===== config.mk =====
export PLATFORM = sky130hd
export DESIGN_NAME = multi_slot_periodic_timer_top
export DESIGN_NICKNAME = d
export VERILOG_FILES = /design/src/hw/rtl/mspt_pkg.sv /design/src/hw/rtl/multi_slot_periodic_timer_top.sv /design/src/hw/rtl/mspt_addsub.sv /design/src/hw/rtl/mspt_seq.sv
export SDC_FILE = /design/constraint.sdc
export NUM_CORES = 1
export LEC_CHECK = 0
export BUFFER_PORTS_ARGS = -buffer_cell sky130_fd_sc_hd__buf_2
export CAP_MARGIN = 0
export CORE_MARGIN = 2
export CORE_UTILIZATION = 56
export DETAILED_ROUTE_END_ITERATION = 16
export HOLD_SLACK_MARGIN = 0.15
export PLACE_DENSITY = 0.76
export SETUP_SLACK_MARGIN = 0.02
export SLEW_MARGIN = 10
export SYNTH_ARGS = -nofsm -noshare
export SYNTH_HDL_FRONTEND = slang
export SYNTH_SLANG_ARGS = --single-unit

===== constraint.sdc =====
create_clock -name aclk -period 27.2 [get_ports aclk]
set_input_delay 5.44 -clock aclk [delete_from_list [all_inputs] [get_ports aclk]]
set_output_delay 5.44 -clock aclk [all_outputs]
set_load 0.005 [all_outputs]

===== src/hw/rtl/mspt_pkg.sv =====
// Shared types, codes and sizes of the multi-slot periodic timer.
package mspt_pkg;

    // Table size and derived index width
    localparam int SLOTS  = 8;
    localparam int IDX_W  = (SLOTS > 1) ? $clog2(SLOTS) : 1;

    // Fixed field widths
    localparam int CMD_W  = 4;
    localparam int SLOT_W = 3;
    localparam int TIME_W = 32;
    localparam int REP_W  = 15;
    localparam int ELAP_W = 8;

    typedef enum logic [CMD_W-1:0] {
        CMD_TICK          = 4'd0,
        CMD_ATTACH        = 4'd1,
        CMD_DETACH        = 4'd2,
        CMD_PAUSE         = 4'd3,
        CMD_RESUME        = 4'd4,
        CMD_RESTART       = 4'd5,
        CMD_CHANGE_PERIOD = 4'd6,
        CMD_SET_REPEATS   = 4'd7,
        CMD_QUERY         = 4'd8
    } cmd_t;

    typedef enum logic [1:0] {
        STAT_OK         = 2'd0,
        STAT_REJECT     = 2'd1,
        STAT_NOT_IN_USE = 2'd2,
        STAT_FULL       = 2'd3
    } status_t;

    typedef enum logic [2:0] {
        ST_IDLE,
        ST_UPTIME,
        ST_ADD,
        ST_SUB,
        ST_FIND,
        ST_EXEC,
        ST_FLUSH
    } state_t;

    // Status from the datapath to the sequencer
    typedef struct packed {
        logic in_valid;
        logic cmd_tick;
        logic cmd_attach;
        logic live;
        logic find_hit;
        logic fire;
        logic stall;
        logic out_free;
        logic pend_valid;
    } seq_sts_t;

    // Control from the sequencer to the datapath
    typedef struct packed {
        state_t           state;
        logic [IDX_W-1:0] idx;
        logic             idx_end;
        logic             ready;
    } seq_ctl_t;

endpackage


===== src/hw/rtl/multi_slot_periodic_timer_top.sv =====
// Top level of the multi-slot periodic timer: slot table, datapath, result staging.
//
//   channel | direction | handshake         | payload
//   s_      | in        | s_valid / s_ready | command, slot, period, repeats, elapsed
//   m_      | out       | m_valid / m_ready | status, slot, fired, finished, repeats,
//           |           |                   | pause flag, uptime, last
//
// Tick: uptime update, then each running slot takes one saturating add and one
// compare-subtract pass through the single shared 32-bit adder.
// Attach: free-slot scan, one slot a cycle; other commands: one execute step.
// Reset clears slot use and pause flags, uptime and all valid flags.
// A firing waits while the staged item and the output register are both full.
module multi_slot_periodic_timer_top (
    input  logic                         aclk,
    input  logic                         aresetn,
    input  logic                         s_valid,
    output logic                         s_ready,
    input  logic [mspt_pkg::CMD_W-1:0]   s_command,
    input  logic [mspt_pkg::SLOT_W-1:0]  s_slot,
    input  logic [mspt_pkg::TIME_W-1:0]  s_period_ms,
    input  logic [mspt_pkg::REP_W-1:0]   s_repeat_count,
    input  logic [mspt_pkg::ELAP_W-1:0]  s_elapsed_ms,
    output logic                         m_valid,
    input  logic                         m_ready,
    output logic [1:0]                   m_status,
    output logic [mspt_pkg::SLOT_W-1:0]  m_timer_slot,
    output logic                         m_fired,
    output logic                         m_finished,
    output logic [mspt_pkg::REP_W-1:0]   m_repeats_left,
    output logic                         m_is_paused,
    output logic [mspt_pkg::TIME_W-1:0]  m_uptime_ms,
    output logic                         m_last
);
    import mspt_pkg::*;

    typedef struct packed {
        status_t             status;
        logic [SLOT_W-1:0]   slot;
        logic                fired;
        logic                finished;
        logic [REP_W-1:0]    reps;
        logic                paused;
        logic [TIME_W-1:0]   uptime;
    } res_t;

    seq_sts_t sts;
    seq_ctl_t ctl;

    // Slot table
    logic [SLOTS-1:0]  in_use_reg;
    logic [SLOTS-1:0]  paused_reg;
    logic [TIME_W-1:0] acc_reg [SLOTS];
    logic [TIME_W-1:0] per_reg [SLOTS];
    logic [REP_W-1:0]  rep_reg [SLOTS];

    // Latched command
    logic [CMD_W-1:0]  cmd_reg;
    logic [SLOT_W-1:0] cmd_slot_reg;
    logic [TIME_W-1:0] period_reg;
    logic [REP_W-1:0]  reps_reg;
    logic [ELAP_W-1:0] elapsed_reg;

    logic [TIME_W-1:0] uptime_reg, uptime_next;
    res_t              pend_reg, pend_next;
    logic              pend_valid_reg, pend_valid_next;
    res_t              out_reg;
    logic              out_last_reg;
    logic              m_valid_reg, m_valid_next;

    logic              accept;
    logic [IDX_W-1:0]  slot_idx;
    logic [IDX_W-1:0]  rd_idx;
    logic              slot_ok;
    logic              cur_use;
    logic              cur_pause;
    logic [TIME_W-1:0] cur_acc;
    logic [TIME_W-1:0] cur_per;
    logic [REP_W-1:0]  cur_rep;
    logic [REP_W-1:0]  rep_new;
    logic              fin;
    logic              out_free;
    logic              stall;
    logic              period_zero;

    logic [TIME_W-1:0] op_a, op_b, op_sum;
    logic              op_sub, op_carry;

    logic              tbl_we;
    logic              tbl_use_n;
    logic              tbl_pause_n;
    logic [TIME_W-1:0] tbl_acc_n;
    logic [TIME_W-1:0] tbl_per_n;
    logic [REP_W-1:0]  tbl_rep_n;
    logic              out_load;
    logic              out_last;
    res_t              res;

    assign accept      = s_valid && ctl.ready;
    assign slot_idx    = IDX_W'(cmd_slot_reg);
    assign slot_ok     = (32'(cmd_slot_reg) < SLOTS);
    assign rd_idx      = (ctl.state == ST_EXEC) ? slot_idx : ctl.idx;
    assign cur_use     = in_use_reg[rd_idx];
    assign cur_pause   = paused_reg[rd_idx];
    assign cur_acc     = acc_reg[rd_idx];
    assign cur_per     = per_reg[rd_idx];
    assign cur_rep     = rep_reg[rd_idx];
    assign fin         = (cur_rep == REP_W'(1));
    assign rep_new     = (cur_rep != '0) ? cur_rep - 1'b1 : cur_rep;
    assign out_free    = !m_valid_reg || m_ready;
    assign stall       = pend_valid_reg && !out_free;
    assign period_zero = (period_reg == '0);

    // Status toward the sequencer
    always_comb begin
        sts.in_valid   = s_valid;
        sts.cmd_tick   = (s_command == CMD_TICK);
        sts.cmd_attach = (s_command == CMD_ATTACH);
        sts.live       = cur_use && !cur_pause;
        sts.find_hit   = period_zero || !cur_use;
        sts.fire       = op_carry;
        sts.stall      = stall;
        sts.out_free   = out_free;
        sts.pend_valid = pend_valid_reg;
    end

    mspt_seq u_seq (
        .aclk    (aclk),
        .aresetn (aresetn),
        .sts     (sts),
        .ctl     (ctl)
    );

    mspt_addsub u_addsub (
        .op_a     (op_a),
        .op_b     (op_b),
        .op_sub   (op_sub),
        .op_sum   (op_sum),
        .op_carry (op_carry)
    );

    // Datapath: table update, staged item and output load per sequencer step
    always_comb begin
        tbl_we          = 1'b0;
        tbl_use_n       = cur_use;
        tbl_pause_n     = cur_pause;
        tbl_acc_n       = cur_acc;
        tbl_per_n       = cur_per;
        tbl_rep_n       = cur_rep;
        pend_next       = pend_reg;
        pend_valid_next = pend_valid_reg;
        out_load        = 1'b0;
        out_last        = 1'b0;
        uptime_next     = uptime_reg;
        op_a            = cur_acc;
        op_b            = TIME_W'(elapsed_reg);
        op_sub          = 1'b0;
        res.status      = STAT_OK;
        res.slot        = cmd_slot_reg;
        res.fired       = 1'b0;
        res.finished    = 1'b0;
        res.reps        = '0;
        res.paused      = 1'b0;
        res.uptime      = uptime_reg;
        case (ctl.state)
            ST_UPTIME: begin
                // Advance uptime, wrapping
                op_a        = uptime_reg;
                uptime_next = op_sum;
            end
            ST_ADD: begin
                // Accumulate with saturation
                if (cur_use && !cur_pause) begin
                    tbl_we    = 1'b1;
                    tbl_acc_n = op_carry ? '1 : op_sum;
                end
            end
            ST_SUB: begin
                // Compare against period; on expiry subtract and count down
                op_sub = 1'b1;
                op_b   = cur_per;
                if (op_carry && !stall) begin
                    tbl_we    = 1'b1;
                    tbl_acc_n = fin ? '0 : op_sum;
                    tbl_rep_n = rep_new;
                    if (fin) begin
                        tbl_use_n   = 1'b0;
                        tbl_pause_n = 1'b0;
                    end
                    if (pend_valid_reg) begin
                        out_load = 1'b1;
                    end
                    res.slot        = SLOT_W'(ctl.idx);
                    res.fired       = 1'b1;
                    res.finished    = fin;
                    res.reps        = rep_new;
                    pend_next       = res;
                    pend_valid_next = 1'b1;
                end
            end
            ST_FIND: begin
                // Take the lowest free slot; reject a zero period, report full if none is free
                res.slot = '0;
                if (period_zero) begin
                    res.status      = STAT_REJECT;
                    pend_next       = res;
                    pend_valid_next = 1'b1;
                end else if (!cur_use) begin
                    tbl_we          = 1'b1;
                    tbl_use_n       = 1'b1;
                    tbl_pause_n     = 1'b0;
                    tbl_acc_n       = '0;
                    tbl_per_n       = period_reg;
                    tbl_rep_n       = reps_reg;
                    res.slot        = SLOT_W'(ctl.idx);
                    res.reps        = reps_reg;
                    pend_next       = res;
                    pend_valid_next = 1'b1;
                end else if (ctl.idx_end) begin
                    res.status      = STAT_FULL;
                    pend_next       = res;
                    pend_valid_next = 1'b1;
                end
            end
            ST_EXEC: begin
                // Apply a slot command
                pend_valid_next = 1'b1;
                if (cmd_reg > CMD_QUERY) begin
                    res.status = STAT_REJECT;
                end else if (!(slot_ok && cur_use)) begin
                    res.status = STAT_NOT_IN_USE;
                end else begin
                    case (cmd_reg)
                        CMD_DETACH: begin
                            tbl_we      = 1'b1;
                            tbl_use_n   = 1'b0;
                            tbl_pause_n = 1'b0;
                            tbl_acc_n   = '0;
                        end
                        CMD_PAUSE: begin
                            tbl_we      = 1'b1;
                            tbl_pause_n = 1'b1;
                        end
                        CMD_RESUME: begin
                            tbl_we      = 1'b1;
                            tbl_pause_n = 1'b0;
                        end
                        CMD_RESTART: begin
                            tbl_we    = 1'b1;
                            tbl_acc_n = '0;
                        end
                        CMD_CHANGE_PERIOD: begin
                            if (period_zero) begin
                                res.status = STAT_REJECT;
                            end else begin
                                tbl_we    = 1'b1;
                                tbl_acc_n = '0;
                                tbl_per_n = period_reg;
                            end
                        end
                        CMD_SET_REPEATS: begin
                            tbl_we    = 1'b1;
                            tbl_rep_n = reps_reg;
                        end
                        default: begin
                        end
                    endcase
                    res.reps   = tbl_rep_n;
                    res.paused = (cmd_reg == CMD_DETACH) ? 1'b0 : tbl_pause_n;
                end
                pend_next = res;
            end
            ST_FLUSH: begin
                // Release the staged item as the final one
                if (pend_valid_reg && out_free) begin
                    out_load        = 1'b1;
                    out_last        = 1'b1;
                    pend_valid_next = 1'b0;
                end
            end
            default: begin
            end
        endcase
    end

    assign m_valid_next = out_load || (m_valid_reg && !m_ready);

    // Hold control flags and uptime
    always_ff @(posedge aclk) begin
        if (!aresetn) begin
            in_use_reg     <= '0;
            paused_reg     <= '0;
            uptime_reg     <= '0;
            pend_valid_reg <= 1'b0;
            m_valid_reg    <= 1'b0;
        end else begin
            if (tbl_we) begin
                in_use_reg[rd_idx] <= tbl_use_n;
                paused_reg[rd_idx] <= tbl_pause_n;
            end
            uptime_reg     <= uptime_next;
            pend_valid_reg <= pend_valid_next;
            m_valid_reg    <= m_valid_next;
        end
    end

    // Write table payload
    always_ff @(posedge aclk) begin
        if (tbl_we) begin
            acc_reg[rd_idx] <= tbl_acc_n;
            per_reg[rd_idx] <= tbl_per_n;
            rep_reg[rd_idx] <= tbl_rep_n;
        end
    end

    // Capture the item and move staged results
    always_ff @(posedge aclk) begin
        if (accept) begin
            cmd_reg      <= s_command;
            cmd_slot_reg <= s_slot;
            period_reg   <= s_period_ms;
            reps_reg     <= s_repeat_count;
            elapsed_reg  <= s_elapsed_ms;
        end
        pend_reg <= pend_next;
        if (out_load) begin
            out_reg      <= pend_reg;
            out_last_reg <= out_last;
        end
    end

    assign s_ready        = ctl.ready;
    assign m_valid        = m_valid_reg;
    assign m_status       = out_reg.status;
    assign m_timer_slot   = out_reg.slot;
    assign m_fired        = out_reg.fired;
    assign m_finished     = out_reg.finished;
    assign m_repeats_left = out_reg.reps;
    assign m_is_paused    = out_reg.paused;
    assign m_uptime_ms    = out_reg.uptime;
    assign m_last         = out_last_reg;

`ifndef NO_ASSERTIONS
    // Nothing stays staged once the block takes new items
    a_idle_empty: assert property (@(posedge aclk) disable iff (!aresetn)
        ctl.ready |-> !pend_valid_reg)
        else $error("staged item left behind at idle");

    // An expiry is always ok and never reports a paused slot
    a_fire_ok: assert property (@(posedge aclk) disable iff (!aresetn)
        (m_valid && m_fired) |-> (m_status == STAT_OK && !m_is_paused))
        else $error("expiry item with bad status or pause flag");

    // Finish only comes with an expiry that used the last repeat
    a_finish: assert property (@(posedge aclk) disable iff (!aresetn)
        (m_valid && m_finished) |-> (m_fired && m_repeats_left == '0))
        else $error("finish without final expiry");
`endif

endmodule


===== src/hw/rtl/mspt_addsub.sv =====
// Shared 32-bit adder/subtractor with carry out (no borrow on subtract).
module mspt_addsub (
    input  logic [mspt_pkg::TIME_W-1:0] op_a,
    input  logic [mspt_pkg::TIME_W-1:0] op_b,
    input  logic                        op_sub,
    output logic [mspt_pkg::TIME_W-1:0] op_sum,
    output logic                        op_carry
);
    import mspt_pkg::*;

    logic [TIME_W:0] total;

    // Add, or add the complement plus one to subtract
    assign total = {1'b0, op_a} + {1'b0, op_b ^ {TIME_W{op_sub}}}
                 + {{TIME_W{1'b0}}, op_sub};
    assign op_sum   = total[TIME_W-1:0];
    assign op_carry = total[TIME_W];

endmodule


===== src/hw/rtl/mspt_seq.sv =====
// Sequencer: command state machine and slot index counter.
module mspt_seq (
    input  logic                aclk,
    input  logic                aresetn,
    input  mspt_pkg::seq_sts_t  sts,
    output mspt_pkg::seq_ctl_t  ctl
);
    import mspt_pkg::*;

    state_t           state_reg, state_next;
    logic [IDX_W-1:0] idx_reg, idx_next;
    logic             idx_end;

    assign idx_end = (idx_reg == IDX_W'(SLOTS - 1));

    // Hold state and index
    always_ff @(posedge aclk) begin
        if (!aresetn) begin
            state_reg <= ST_IDLE;
            idx_reg   <= '0;
        end else begin
            state_reg <= state_next;
            idx_reg   <= idx_next;
        end
    end

    // Next state and index
    always_comb begin
        state_next = state_reg;
        idx_next   = idx_reg;
        case (state_reg)
            ST_IDLE: begin
                idx_next = '0;
                if (sts.in_valid) begin
                    if (sts.cmd_tick) begin
                        state_next = ST_UPTIME;
                    end else if (sts.cmd_attach) begin
                        state_next = ST_FIND;
                    end else begin
                        state_next = ST_EXEC;
                    end
                end
            end
            ST_UPTIME: begin
                state_next = ST_ADD;
            end
            ST_ADD: begin
                if (sts.live) begin
                    state_next = ST_SUB;
                end else if (idx_end) begin
                    state_next = ST_FLUSH;
                end else begin
                    idx_next = idx_reg + 1'b1;
                end
            end
            ST_SUB: begin
                if (!(sts.fire && sts.stall)) begin
                    if (idx_end) begin
                        state_next = ST_FLUSH;
                    end else begin
                        idx_next   = idx_reg + 1'b1;
                        state_next = ST_ADD;
                    end
                end
            end
            ST_FIND: begin
                if (sts.find_hit || idx_end) begin
                    state_next = ST_FLUSH;
                end else begin
                    idx_next = idx_reg + 1'b1;
                end
            end
            ST_EXEC: begin
                state_next = ST_FLUSH;
            end
            ST_FLUSH: begin
                if (!sts.pend_valid || sts.out_free) begin
                    state_next = ST_IDLE;
                end
            end
            default: begin
                state_next = ST_IDLE;
            end
        endcase
    end

    // Drive control outputs
    always_comb begin
        ctl.state   = state_reg;
        ctl.idx     = idx_reg;
        ctl.idx_end = idx_end;
        ctl.ready   = (state_reg == ST_IDLE);
    end

endmodule

==> key figures, run 1 <==
Run status
  • Status: finished, final reports clean

Route
  • Final ANT Viol Nets: 0
  • DRC viols: 0
  • Vias/cell: ~6.7
  • DR iter-0 viols: 4008
  • Drt wl/cell: approximately 27 um
  • Met2 wire len: between 40 and 50 mm
  • Detailed Route WL: 102 mm
  • M1 wire length: 37.7 mm
  • Met3 WL: about 13 mm
  • DRT Pass-1 Iters: 6
  • Routed via count: around 25000
  • Highest routed layer: met5

Clock network
  • Clock Latency Late Sink: between 600 and 700 ps
  • Cts-stage hold buffer count: 0
  • Clock-pin slew on the worst setup and hold paths: about 70 ps
  • Clock buffer count from CTS: 86
  • Htree depth: 3
  • Root Driver: clkbuf_16
  • Clk buf depth: 3
  • CTS tree: yes
  • Post-CTS setup buffer count: 0
  • Cts repair resizes: 0
  • # clock sinks: about 860

Critical path
  • Worst r2r src: u_seq.state_reg[0]
  • Most frequent CP cell: buf_4
  • Crit path required time: 27520 ps
  • Startpoint types: flip-flop
  • Critical-path top delay cell: o311ai_1
  • Cell breakdown of the critical path: and3b_2, buf_4, o21ai_4, buf_4, nand2_1, buf_4, o211ai_1, o21ai_0, ha_1, o211a_1, o31a_1, o211ai_1, nand3_1, o311ai_1, nand2_1, and2_1, nor4_4, buf_4, nor2_4, buf_4, buf_4
  • CP Capture Type: flip-flop
  • Crit path kind: flip-flop to flip-flop
  • Worst Path Buf+Inv: 6
  • Arrival time worst endpoint: roughly 9500 ps
  • Reg2reg end: per_reg[7][19]
  • FF-to-FF path depth: 21
  • Reg2reg setup slack: 17990 ps
  • CP max FO: 40
  • Worst path max stage delay: about 950 ps
  • CP delay by family, top: simple AND/OR/NAND/NOR gates

Logic synthesis
  • Area leader, netlist: edfxtp_1
  • Async set-reset flop share out of synthesis: 0%
  • Yosys cell types: between 90 and 100
  • Dominant synthesized flop cell: edfxtp_1
  • EDFF count, synth: 805
  • Syn nets: ~2800
  • Post-Syn Instances: 2682
  • Post-synthesis sequential area ratio: between 60% and 70%
  • Share of Yosys cell area claimed by the top area cell type: between 60 and 70%
  • Netlist Area Pre-Place: ~36000 um^2
  • Most frequent cell after synthesis: edfxtp_1
  • Synth top area cells: edfxtp_1, dfxtp_1, nand2_1
  • Mean Syn Cell Area: 13.5 um^2
  • Commonest cells post-synth: edfxtp_1, nand2_1, nor2_1
  • Flop and latch count out of synthesis: about 860
  • Synth warn: 0

Finish
  • Share of cells above drive strength 1: 14.0%
  • Nets: between 2000 and 3000
  • Total inserted antenna cells: 0
  • Post-route cell area: 41000 um^2
  • Layout area overhead: 12.8%

Die
  • Die height: approximately 260 um
  • Std-Cell Rows: 93
  • Initial core utilization: between 50% and 60%
  • IO Pins: around 120
  • Chip Width: roughly 260 um
  • Core area: 64300 um^2
  • Die area: around 67000 um^2

Worst hold path
  • Hold WC Path Type: flip-flop to flip-flop
  • Hold worst-path end: m_uptime_ms[0]
  • Hold depth: 0
  • Worst Hold Launch: pend_reg[0]

Global route
  • Initial antenna violation count: 4
  • GR Overflow Total: 0
  • Tot GR Track Use: between 30 and 40%
  • Global-route wire length before repair: 150 mm
  • Largest net degree at the start of global routing: 73
  • Vias in the first global route: between 20000 and 25000

Pwr
  • Leakage: approximately 0.014 uW
  • Worst-case vdd ir drop: around 0.000066 V
  • Pwr dens: 126 nW/um^2
  • Power Total: slightly above 5000 uW

Place
  • RePlAce Congestion: a little under 1
  • Post-Place Cell Area: 38100 um^2
  • Port bufs: ~120
  • Detail Placement HPWL: about 65 mm

Timing
  • Actual slew at the worst max-slew pin: roughly 1200 ps
  • Sum of negative setup slack: 0 ps
  • Fin crit share: 33.9%
  • Fin crit period: 9210 ps
  • Unrepaired setup endpoints after global routing: no
  • Max-slew headroom: ~18%
  • FMAX: around 110 MHz
  • Fin. Hold Viols: 0
  • Setup Viol. Count Final: 0
  • Fin Clk Skew: around 29 ps
  • Slew Limit Fails: 0

Flow run
  • Max_cap viols: 0
kinds of logic after synthesis:
kind of cell,synth area share [%]
AO/OA/AOI/OAI,13.6
XOR/XNOR,0.889
adder cells (fa/ha/maj),1.30
buffers and inverters,2.04
flip-flops,69.6
multiplexers,2.61
AND/OR/NAND/NOR,9.90
worst max path at each step:
| stage | startpoint | endpoint | slack (ps) | depth (start not counted) |
|---|---|---|---|---|
| after floorplan | m_ready | acc_reg[2][0] | 16890 | 7 |
| after global placement | m_ready | acc_reg[1][20] | 18380 | 8 |
| after detailed placement | m_ready | per_reg[0][4] | 18310 | 9 |
| after CTS | u_seq.state_reg[0] | per_reg[7][13] | 18490 | 22 |
| after global routing | u_seq.state_reg[0] | per_reg[3][7] | 17810 | 21 |
| final | u_seq.state_reg[0] | per_reg[7][19] | 17990 | 21 |
metal layers:
metal  global-route usage, %  vias up
met3                    7.74      305
met2                    47.1     1868
met5                       0        -
met4                    13.5        6
li1                        -    10700
met1                    40.6    12200
cell type report:
type,instances,area [um^2]
multi-input combinational,1639,10500
timing repair buffer,183,1070
clock buffer,102,2270
sequential,861,25300
tap,855,1070
fill,4583,23400
inverter,29,109
clock inverter,58,624
through the flow:
| step | cells | setup WS [ps] | util (%) | hold slack [ps] |
|---|---|---|---|---|
| 2_1_floorplan | 2682 | 16890 | - | 400 |
| 3_3_place_gp | 3567 | 18380 | 59.1 | 400 |
| 3_5_place_dp | 3567 | 18310 | 59.1 | 405 |
| 4_1_cts | 3727 | 18490 | 63.7 | 415 |
| 5_1_grt | 3727 | 17810 | 63.7 | 426 |
| 6_report | 3727 | 17990 | 63.7 | 409 |
where the power goes:
part / switching [uW] / leakage (uW) / total (uW) / internal, uW
Combinational: 1360 / 0.00460 / 1840 / 483
Clock: 508 / 0.00141 / 1210 / 699
Sequential: 83.6 / 0.00781 / 2120 / 2030
cell usage in the layout (no fill, tap or decap), types with 36 or more instances in the layout:
master,synthesis,final
nor3_1,59,58
clkbuf_16,0,88
a222oi_1,44,44
nand3_1,45,45
o211ai_1,38,38
buf_4,2,60
edfxtp_1,805,805
dfxtp_1,56,56
a21oi_1,149,147
nand2_1,292,292
mux2i_1,63,55
a22oi_1,62,62
ha_1,36,36
o21ai_0,107,107
nor2_1,197,187
o22ai_1,87,87
buf_2,22,123
(Power assumes the default switching activity.)
==> inputs of run 2 (changes only) <==
--- a/config.mk
+++ b/config.mk
@@ -11,7 +11,7 @@
 export CORE_UTILIZATION = 56
 export DETAILED_ROUTE_END_ITERATION = 16
 export HOLD_SLACK_MARGIN = 0.15
-export PLACE_DENSITY = 0.76
+export PLACE_DENSITY = 0.79
 export SETUP_SLACK_MARGIN = 0.02
 export SLEW_MARGIN = 10
 export SYNTH_ARGS = -nofsm -noshare
==> constraint.sdc (replaced) <==
create_clock -name aclk -period 8.16 [get_ports aclk]
set_input_delay 1.632 -clock aclk [delete_from_list [all_inputs] [get_ports aclk]]
set_output_delay 1.632 -clock aclk [all_outputs]
set_load 0.005 [all_outputs]
==> run 2 against run 1 <==
Flip-flop and latch count unchanged; worst setup slack worse by 18000 ps; utilization up 0.42 points; sequential share of layout area down 0.40 points; highest routed layer unchanged; clock power rose to 3.3 times the previous value.
==> key figures, run 2 (synthesis gave the netlist of run 1 again) <==
Timing
  • Setup Viol. Count Final: 0
  • Fin. Hold Viols: 0
  • Slew Limit Fails: 0
  • Fin crit period: between 7000 and 8000 ps
  • FMAX: approximately 130 MHz
  • Fin Clk Skew: 48.9 ps
  • Max-slew headroom: about a tenth
  • Actual slew at the worst max-slew pin: around 1300 ps
  • Sum of negative setup slack: 0 ps
  • Fin crit share: between 90% and 100%
  • Unrepaired setup endpoints after global routing: no

Finish
  • Highest-count cells in the layout ignoring fill and taps: edfxtp_1, nand2_1, nor2_1
  • Commonest non-fill, non-tap cell in the layout: edfxtp_1
  • Combined flip-flop and latch cell area: about 25000 um^2
  • Nets: slightly below 3000
  • Share of cells above drive strength 1: 14.4%
  • Layout area overhead: 13.5%
  • Footprint of the multi-input gates: around 11000 um^2
  • Fillers: between 4000 and 5000
  • Post-route cell area: slightly above 40000 um^2

Clock network
  • Clock-pin slew on the worst setup and hold paths: ~60 ps
  • Root Driver: clkbuf_16
  • Post-CTS setup buffer count: 0
  • CTS tree: yes
  • # clock sinks: about 860
  • Clk buf depth: 3
  • Clock Latency Late Sink: approximately 680 ps
  • Cts-stage hold buffer count: 0
  • Cts repair resizes: 0
  • Clock buffer count from CTS: 86
  • Htree depth: 3

Route
  • Detailed Route WL: around 110 mm
  • Final ANT Viol Nets: 0
  • DRT Pass-1 Iters: 6
  • DRC viols: 0
  • Drt wl/cell: between 20 and 30 um
  • Routed via count: ~26000
  • DR iter-0 viols: between 4000 and 5000
  • Vias/cell: roughly 6.8

Pwr
  • Pwr dens: 421 nW/um^2
  • Switching share of power: roughly two fifths
  • Power share of the combinational group: a little over a third
  • Clk pwr share: a little under a quarter
  • Leakage: around 0.014 uW
  • Cell internal pwr: roughly 11000 uW
  • Share of total power in sequential cells: ~41%
  • Worst-case vdd ir drop: about 0.00022 V
  • Switching power: between 6000 and 7000 uW

Global route
  • Tot GR Track Use: 31.5%
  • GR Overflow Total: 0
  • Vias in the first global route: about 24000
  • Global-route wire length before repair: around 160 mm
  • Largest net degree at the start of global routing: 63
  • Initial antenna violation count: 2

Die
  • Core area: 64300 um^2
  • IO Pins: roughly 120
  • Die height: roughly 260 um
  • Initial core utilization: 56.5%
  • Chip Width: 259 um
  • Die area: about 67000 um^2
  • Std-Cell Rows: between 90 and 100

Place
  • Post-Place Cell Area: ~38000 um^2
  • RePlAce Congestion: 0.968
  • Port bufs: around 120
  • Detail Placement HPWL: a little under 70 mm

Critical path
  • Worst path max stage delay: a little over 800 ps
  • Most frequent CP cell: o21ai_0
  • Setup crit start: u_seq.state_reg[2]
  • Startpoint types: flip-flop
  • CP max FO: 30
  • Crit path capture: acc_reg[4][25]
  • Critical-path top delay cell: nor2_4
  • Reg2reg end: acc_reg[4][25]
  • CP Capture Type: flip-flop
  • Crit path kind: flip-flop to flip-flop
  • Arrival time worst endpoint: 8080 ps
  • FF-to-FF path depth: 19
  • Crit path required time: about 8500 ps
  • Cell breakdown of the critical path: and3b_2, nor2_1, nor2_4, o22ai_1, nor3_1, o21ai_0, o21ai_0, ha_1, o211a_1, o31a_1, o211ai_1, nand3_1, o311ai_1, nand2_1, and2_1, buf_4, a21oi_2, and3b_1, or3_1
  • Worst r2r src: u_seq.state_reg[2]
  • Reg2reg setup slack: around 430 ps

Flow run
  • Max_cap viols: 0

Worst hold path
  • Hold WC Path Type: flip-flop to flip-flop

Run status
  • Status: finished, final reports clean
-- run 2: layout make-up --
| type | count | area share, % |
|---|---|---|
| antenna | 1 | 0.00607 |
| sequential | 861 | 61.3 |
| clock buffer | 116 | 5.61 |
| multi-input combinational | 1639 | 25.5 |
| clock inverter | 44 | 1.35 |
| inverter | 29 | 0.264 |
| tap | 855 | 2.59 |
| timing repair buffer | 210 | 3.35 |
-- run 2: metal layers --
layer  global-route usage, %  part of all wire, %  wire length (um)
met1                    42.9                   37             39100
met2                    48.0                   45             47900
met3                    8.07                   14             14700
met4                    14.0                  4.5              4760
met5                       0                0.016                17
-- run 2: how the worst min path moves through the flow --
stage / startpoint / end / slack, ps / depth (start not counted)
after floorplan: pend_reg[48] / m_finished / 400 / 0
after global placement: pend_reg[35] / m_repeats_left[2] / 400 / 0
after detailed placement: pend_reg[17] / m_uptime_ms[17] / 400 / 0
after CTS: pend_reg[17] / m_uptime_ms[17] / 420 / 0
after global routing: pend_reg[42] / m_repeats_left[9] / 420 / 0
final: pend_reg[10] / m_uptime_ms[10] / 410 / 0
-- run 2: worst max-delay path, delay by kind of cell, from the launching register on --
family	cells	cell delay (ps)
flip-flops	1	650
adder cells (fa/ha/maj)	1	410
AND/OR/NAND/NOR	9	3370
buffers and inverters	1	200
AO/OA/AOI/OAI	8	2770
-- run 2: power by group through the flow --
stage / clock (uW) / sequential [uW] / combinational (uW)
floorplan: 0 / 7010 / 3810
global placement: 0 / 7090 / 5800
detailed placement: 0 / 7140 / 5990
CTS: 4020 / 7050 / 6020
global route: 4190 / 7110 / 6610
finish: 4010 / 7070 / 6260
-- run 2: metrics by stage --
step	hold WS [ps]	total power (uW)	cells	setup WS [ps]	utilization (%)
2_1_floorplan	400	10800	2682	-668	-
3_3_place_gp	401	12900	3594	1020	59.6
3_5_place_dp	405	13100	3594	815	59.6
4_1_cts	418	17100	3754	777	64.1
5_1_grt	419	17900	3754	265	64.1
6_report	412	17300	3755	435	64.1
